### src/rtl/pfi_fifo.sv
module pfi_fifo #(
	parameter int W     = 8,
	parameter int DEPTH = 2
) (
	input  logic         clk,
	input  logic         arst_n,
	input  logic         wr_en,
	input  logic [W-1:0] wr_data,
	input  logic         rd_en,
	output logic [W-1:0] rd_data,
	output logic         full,
	output logic         empty
);
	localparam int PTR_W = (DEPTH > 1) ? $clog2(DEPTH) : 1;
	localparam int CNT_W = $clog2(DEPTH + 1);

	logic [W-1:0]     mem_q [DEPTH];
	logic [PTR_W-1:0] wr_ptr_q;
	logic [PTR_W-1:0] rd_ptr_q;
	logic [CNT_W-1:0] cnt_q;
	logic             do_wr;
	logic             do_rd;

	assign full    = (cnt_q == CNT_W'(DEPTH));
	assign empty   = (cnt_q == '0);
	assign do_wr   = wr_en && !full;
	assign do_rd   = rd_en && !empty;
	assign rd_data = mem_q[rd_ptr_q];

	// storage
	always_ff @(posedge clk) begin
		if (do_wr) begin
			mem_q[wr_ptr_q] <= wr_data;
		end
	end

	// pointers and fill count
	always_ff @(posedge clk or negedge arst_n) begin
		if (!arst_n) begin
			wr_ptr_q <= '0;
			rd_ptr_q <= '0;
			cnt_q    <= '0;
		end else begin
			if (do_wr) begin
				wr_ptr_q <= (wr_ptr_q == PTR_W'(DEPTH - 1)) ? '0 : wr_ptr_q + 1'b1;
			end
			if (do_rd) begin
				rd_ptr_q <= (rd_ptr_q == PTR_W'(DEPTH - 1)) ? '0 : rd_ptr_q + 1'b1;
			end
			if (do_wr && !do_rd) begin
				cnt_q <= cnt_q + 1'b1;
			end else if (do_rd && !do_wr) begin
				cnt_q <= cnt_q - 1'b1;
			end
		end
	end

endmodule

### config.mk
export PLATFORM = sky130hd
export DESIGN_NAME = pfi_fifo
export DESIGN_NICKNAME = d
export VERILOG_FILES = /design/src/rtl/pfi_fifo.sv
export SDC_FILE = /design/constraint.sdc
export NUM_CORES = 1
export LEC_CHECK = 0
export BUFFER_PORTS_ARGS = -buffer_cell sky130_fd_sc_hd__buf_2
export CAP_MARGIN = 10
export CORE_UTILIZATION = 29
export DETAILED_ROUTE_END_ITERATION = 7
export REMOVE_ABC_BUFFERS = 1
export SYNTH_ARGS = -nofsm -noshare
export SYNTH_HDL_FRONTEND = slang
export SYNTH_SLANG_ARGS = --single-unit
### constraint.sdc
create_clock -name clk -period 2.9 [get_ports clk]
set_input_delay 0.435 -clock clk [delete_from_list [all_inputs] [get_ports clk]]
set_output_delay 0.435 -clock clk [all_outputs]
set_load 0.1 [all_outputs]
Word-level counts from Yosys, hierarchy flattened
Memories as Yosys holds them, arrays and structs flattened.
Cells that the tools add are included.
Widths: inputs -> output; s select.
{"block": "word_totals", "register_bits": 4, "ram_bits": 16, "input_bits": 12, "n_memories": 1}
{"block": "op_classes", "addsub": 4, "n_eq_ne": 1, "mux": 6, "reduce_logical": 10}
{"memory": "mem_q", "depth": 2, "word_bits": 8, "rd": 1, "rd_ports_with_merged_regs": 0, "write_ports": 1, "line": "17", "text": "logic [W-1:0] mem_q [DEPTH];"}
{"operator": "$logic_and 1x1->1", "n": 4}
{"operator": "$logic_not 1->1", "n": 4}
{"operator": "$mux 1", "n": 4}
{"operator": "$mux 2", "n": 2}
{"operator": "$add 1x1->1 const B", "n": 2}
{"operator": "$add 2x1->2 const B", "n": 1}
{"operator": "$eq 2x2->1 const B", "n": 1}
{"operator": "$logic_not 2->1", "n": 1}
{"operator": "$reduce_bool 2->1", "n": 1}
{"operator": "$sub 2x1->2 const B", "n": 1}

Longest topological paths before layout
Gate-level depths: netlist of run 1.
{"block": "logic_depth", "word_depth": 7, "ltp_mapped": 7, "mapped_depth_nobuf": 7}

Least setup slack after synthesis of run 1
OpenSTA, ideal clock, no wires.
{"block": "synth_timing", "kind": "reg-to-output", "startpoint": "register cnt_q[0]", "endpoint": "output port empty", "t_arrival_ns": 1.673, "required_ns": 2.465, "slack_ns": 0.792, "path_stages_with_launch": 2, "n_path_buf": 0, "path_cell_list": "dfrtp_1 nor2_1"}
{"block": "synth_via", "elab_chain_cells": 1}
{"element": "from (decl)", "line": "20", "text": "logic [CNT_W-1:0] cnt_q;"}
{"element": "from (signal assigned)", "line": "51", "text": "cnt_q <= cnt_q + 1'b1;"}
{"element": "from (signal assigned)", "line": "53", "text": "cnt_q <= cnt_q - 1'b1;"}
{"element": "$logic_not 2->1", "line": "25", "text": "assign empty = (cnt_q == '0);"}
{"element": "to (decl)", "line": "12", "text": "output logic empty"}
No other way between the ends.

Worst setup path in the final report of run 1
{"block": "layout_timing", "startpoint": "register rd_ptr_q", "endpoint": "output port rd_data[5]"}
{"block": "layout_via", "elab_chain_cells": 1}
{"element": "from (decl)", "line": "19", "text": "logic [PTR_W-1:0] rd_ptr_q;"}
{"element": "from (signal assigned)", "line": "48", "text": "rd_ptr_q <= (rd_ptr_q == PTR_W'(DEPTH - 1)) ? '0 : rd_ptr_q + 1'b1;"}
{"element": "$mem_v2 2x8"}
{"element": "to (decl)", "line": "10", "text": "output logic [W-1:0] rd_data,"}
No other way between the ends.

==> qor.csv, run 1 <==
stage,metric,value,unit
final_layout,non-filler cells in the finished layout,99,
route,1st-iter DRT viols,2,
place,HPWL Detailed,826,µm
min_path,worst min path class,input port to flop,
setup_path,CP Capture Type,output pin,
clock_tree,Root Driver,clkbuf_4,
setup_path,Crit path required time,2470,ps
route,vias,429,
sta,final hold vios,0,
route,via/cell ratio,4.33,
route,number of remaining DRC errors,0,
synthesis,sequential element share of the synthesized area,74.2,%
synthesis,cell accounting for the most synthesized area,edfxtp_1,
floorplan,site row count,18,
final_layout,Final nets,83,
synthesis,Synth area leaders,"edfxtp_1, dfrtp_1, mux2_1",
sta,Setup-failing EPs final,0,
clock_tree,CTS buffer count,3,
floorplan,Ports,22,
sta,Worst Skew,3.86,ps
grt,initial antenna violation count,0,
setup_path,CP max stage delay,600,ps
place,placed standard-cell area,920,µm²
route,wire per inst,11.4,µm
route,DRT antenna net count,0,
synthesis,Seq cells post-synth,20,
grt,GRT Total Usage,9.07,%
clock_tree,cts repair resizes,0,
final_layout,Layout area overhead,25.6,%
synthesis,Cells after Synth,44,
synthesis,Synth cell types,15,
final_layout,design area,982,µm²
run_status,run status,finished clean,
floorplan,Die Width,53.9,µm
setup_path,critical-path cell list,mux2_1 > buf_2,
sta,Max Clk Rate,0.499,GHz
grt,grt ovf,0,
clock_tree,clock buffer depth,2,
setup_path,CP max stage cell,dfrtp_1,
sta,Slew HR,51.4,%
floorplan,Initial Utilization,31.0,%
setup_path,crit-path max FO,9,
clock_tree,clk sink count,20,
clock_tree,CTS tree,built,
grt,first-pass GRT wire length,1.76,mm
final_layout,share of layout cells above drive strength 1,42.0,%
setup_path,CP arrival,1570,ps
place,placed cells,94,
clock_tree,clock-pin slew on the worst setup and hold paths,100,ps
sta,Tightest Pin Transition,726,ps
synthesis,mapped cell area,782,µm²
synthesis,area share of the largest cell type after synthesis,61.4,%
sta,crit path time final,2000,ps
setup_path,critical path class,flop to output pin,
floorplan,die area,0.00291,mm²
sta,final cycle utilization of the critical path,69.1,%
synthesis,syn_area_per_cell,17.8,µm²
clock_tree,worst-skew pair later-pin latency,290,ps
final_layout,fill count,245,
clock_tree,H-tree Lvls,1,
sta,max-slew violations,0,
setup_path,type of origin of the critical path,flop,
sta,RSZ-0062 raised after global routing,false,
place,RePlAce Congestion,0.627,
run,Max Cap Violations,0,
route,Pre-antenna DRT Iters,3,
floorplan,Die H,53.9,µm
grt,vias in the first global route,411,
synthesis,yosys warns,0,
place,I/O Buffers,21,
route,routed wire length,1.13,mm
final_layout,n_diodes,0,
sta,setup TNS,0,ps
floorplan,area of the core,0.00252,mm²
grt,largest net degree at the start of global routing,13,
sequential cells by signal (all words and copies together), names as in the netlist:
signal / flops
cnt_q: 2
mem_q: 16
wr_ptr_q: 1
rd_ptr_q: 1
critical path: cells and delay by family, from the launching register on:
kind | cells | cell delay, ps
buffers and inverters | 1 | 300
flip-flops | 1 | 600
multiplexers | 1 | 380
layer usage:
metal | track usage [%] | vias to the layer above | wire length (µm)
met5 | 0 | - | 0
met4 | 1.32 | 0 | 0
met3 | 4.52 | 0 | 82
met2 | 15.0 | 18 | 515
met1 | 10.7 | 201 | 530
li1 | - | 210 | -
synthesized netlist by cell type:
cell type / n
edfxtp_1: 16
mux2_1: 6
dfrtp_1: 4
nor2_1: 3
inv_1: 2
mux2_2: 2
xnor2_1: 2
xor2_1: 2
and3_1: 1
buf_2: 1
ha_1: 1
nand2_2: 1
nand2b_1: 1
o21ai_1: 1
xnor2_2: 1
metrics by stage:
| step | utilization (%) | hold slack [ps] | setup slack (ps) |
|---|---|---|---|
| finish | 38.9 | 325 | 896 |
| floorplan | - | 139 | 792 |
| global placement | 36.5 | 244 | 1220 |
| CTS | 38.9 | 310 | 867 |
| detailed placement | 36.5 | 247 | 1220 |
| global route | 38.9 | 293 | 801 |
kinds of logic after synthesis:
logic type,count (synthesis),share of synthesized area (%)
multiplexers,8,11.5
XOR/XNOR,5,6.56
flip-flops,20,74.2
buffers and inverters,3,1.60
AO/OA/AOI/OAI,1,0.639
AND/OR/NAND/NOR,6,3.84
adder cells (fa/ha/maj),1,1.60
path summary, 6_finish.rpt:
check | startpoint | endpoint | slack [ps] | cells after the start
max reg2reg | cnt_q[0] | mem_q[0][7] | 1260 | 3
max in group asynchronous | arst_n | rd_ptr_q | 2320 | 2
min reg2reg | cnt_q[1] | cnt_q[1] | 520 | 1
max | rd_ptr_q | rd_data[5] | 900 | 2
min in group asynchronous | arst_n | wr_ptr_q | 450 | 2
min | wr_data[7] | mem_q[1][7] | 320 | 1
cell usage in the layout, fill, tap and decap left out:
master,n
inv_1,2
dfrtp_1,4
buf_2,21
mux2_1,6
clkbuf_4,3
bufinv_16,1
nand2_2,1
o21ai_1,1
nor2_1,3
xnor2_1,2
mux2_2,2
dlygate4sd3_1,1
ha_1,1
and3_1,1
xnor2_2,1
nand2b_1,1
edfxtp_1,16
xor2_1,2
timing repair:
| item | in CTS | in global routing |
|---|---|---|
| setup buffers | 0 | 0 |
| hold buffers | 1 | 0 |
| endpoints found under the hold margin | 4 | 0 |
area by class of cell:
cell class / count / area, µm² / share of cell area, %
Sequential cell: 20 / 581 / 59.1
Multi-Input combinational cell: 21 / 189 / 19.2
Timing Repair Buffer: 22 / 115 / 11.7
Tap cell: 30 / 37.5 / 3.82
Clock inverter: 1 / 30.0 / 3.06
Clock buffer: 3 / 22.5 / 2.29
Inverter: 2 / 7.51 / 0.764
Power of run 1 is left out: the tool's default activity adds up to more than one toggle a clock period on the data nets, which glitch-free logic cannot reach.
==> run 2, diff against run 1 <==
- clock period: 2.9 -> 1.9 ns (I/O delays scaled with it)
==> run 2 against run 1 <==
Routed wire length is 0.80% higher; global-route usage is 0.21 points lower; worst setup slack worse by 750 ps; utilization is 0.35 points higher; clock skew is 2.4 ps higher; via count is 1.2% lower; design area is 0.89% higher; clock-buffer cell count stayed put; first-iteration DRC count is 50% lower; critical path depth stayed put; register-to-register slack worse by 830 ps; critical path type unchanged; critical endpoint is now rd_data[7]; largest cell class unchanged.
==> qor.csv, run 2 (synthesized netlist as in run 1, its figures left out) <==
stage,metric,value,unit,change
route,routed wire length,1.14,mm,+0.80%
clock_tree,worst-skew pair later-pin latency,300,ps,about the same
final_layout,max reg flops,16,,unchanged
floorplan,Initial Utilization,31.0,%,unchanged
final_layout,fill count,256,,+4.5%
clock_tree,Root Driver,clkbuf_4,,
grt,first-pass GRT wire length,1.66,mm,-5.5%
clock_tree,clk sink count,20,,unchanged
sta,Tightest Pin Transition,486,ps,-240 ps
final_layout,Final nets,84,,+1.2%
setup_path,CP Capture Type,output pin,,
clock_tree,clock buffer depth,2,,unchanged
sta,final cycle utilization of the critical path,92.2,%,
grt,initial antenna violation count,0,,unchanged
floorplan,area of the core,0.00252,mm²,unchanged
route,Pre-antenna DRT Iters,2,,-1
sta,Max Clk Rate,0.571,GHz,
route,1st-iter DRT viols,1,,-1
setup_path,critical path class,flop to output pin,,
setup_path,FF-to-FF Start,cnt_q[0],,
place,placed cells,95,,+1.1%
route,wire per inst,11.4,µm,-0.21%
sta,Worst Skew,6.23,ps,+2.37 ps
sta,Slew HR,67.9,%,+16 points
clock_tree,H-tree Lvls,1,,unchanged
clock_tree,CTS tree,built,,
setup_path,type of origin of the critical path,flop,,
place,I/O Buffers,21,,unchanged
route,DRT antenna net count,0,,unchanged
floorplan,Die Width,53.9,µm,unchanged
place,HPWL Detailed,822,µm,-0.44%
final_layout,Largest Register,mem_q,,
clock_tree,CTS buffer count,3,,unchanged
sta,RSZ-0062 raised after global routing,false,,
min_path,HP Start,wr_data[4],,
floorplan,Die H,53.9,µm,unchanged
sta,crit path time final,1750,ps,
setup_path,crit-path max FO,9,,unchanged
final_layout,"commonest non-fill, non-tap cell in the layout",buf_2,,
route,vias,424,,-1.2%
floorplan,die area,0.00291,mm²,unchanged
sta,final hold vios,0,,unchanged
final_layout,n_diodes,0,,unchanged
grt,largest net degree at the start of global routing,13,,unchanged
final_layout,Top Registers,"mem_q: 16 flops, cnt_q: 2 flops",,
floorplan,Ports,22,,unchanged
route,via/cell ratio,4.24,,-2.2%
grt,grt ovf,0,,unchanged
final_layout,non-filler cells in the finished layout,100,,+1.0%
run_status,run status,finished clean,,
route,number of remaining DRC errors,0,,unchanged
min_path,worst min path class,input port to flop,,
setup_path,Crit path required time,1620,ps,-850 ps
sta,max-slew violations,0,,unchanged
clock_tree,clock-pin slew on the worst setup and hold paths,110,ps,about the same
floorplan,site row count,18,,unchanged
final_layout,share of layout cells above drive strength 1,44.3,%,+2.3 points
run,Max Cap Violations,0,,unchanged
final_layout,Layout area overhead,26.7,%,
setup_path,CP arrival,1470,ps,-100 ps
sta,Setup-failing EPs final,0,,unchanged
setup_path,Critical Path Source,rd_ptr_q,,
grt,GRT Total Usage,8.86,%,-0.21 points
grt,vias in the first global route,386,,-6.1%
place,RePlAce Congestion,0.652,,+3.9%
final_layout,most frequent cells in the layout,"buf_2, edfxtp_1, mux2_1",,
-- run 2: cell count changes in the layout (fill, tap and decap cells not counted) --
cell,previous run,this run
buf_4,0,1
dfrtp_2,0,1
dfrtp_1,4,3
-- run 2: per-layer routing --
layer	routed length, µm	share of wire (%)	track usage [%]
met1	548	48	10.5
met2	487	43	13.6
met3	101	8.9	5.93
met4	0	0	1.32
met5	0	0	0
-- run 2: path summary, 6_finish.rpt --
check	endpoint	slack, ps	depth (start not counted)
max reg2reg	cnt_q[1]	430	7
min	mem_q[1][4]	170	1
max	rd_data[7]	150	2
min reg2reg	cnt_q[1]	520	1
max in group asynchronous	rd_ptr_q	1460	2
min in group asynchronous	wr_ptr_q	300	2
-- run 2: layout make-up --
cell class | instances | area (µm²) | area share (%)
sequential | 20 | 582 | 58.7
multi-input combinational | 21 | 189 | 19.1
timing repair buffer | 23 | 123 | 12.4
tap | 30 | 37.5 | 3.79
clock inverter | 1 | 30.0 | 3.03
clock buffer | 3 | 22.5 | 2.27
inverter | 2 | 7.51 | 0.758
-- run 2: repair_timing --
item,in CTS,in global routing
endpoints found under the hold margin,4,0
hold buffers,1,0
buffers inserted,0,0
endpoints found under the setup margin,0,8
resized for setup,0,1
-- run 2: stage by stage --
step	instance area (µm²)	TNS (ps)	hold WS (ps)	setup slack, ps	util, %
after CTS	990	0	153	31.8	39.2
after floorplan	777	-58.1	-10.6	-58.1	-
after detailed placement	927	0	94.5	379	36.8
final	991	0	169	149	39.3
after global placement	927	0	94.1	370	36.8
after global routing	991	0	143	89.3	39.3
-- run 2: worst max-delay path: stages, from the launching register on --
cell     delay (ps)
dfrtp_2         510
mux2_2          250
buf_2           410
Power of run 2 is left out for the same reason.
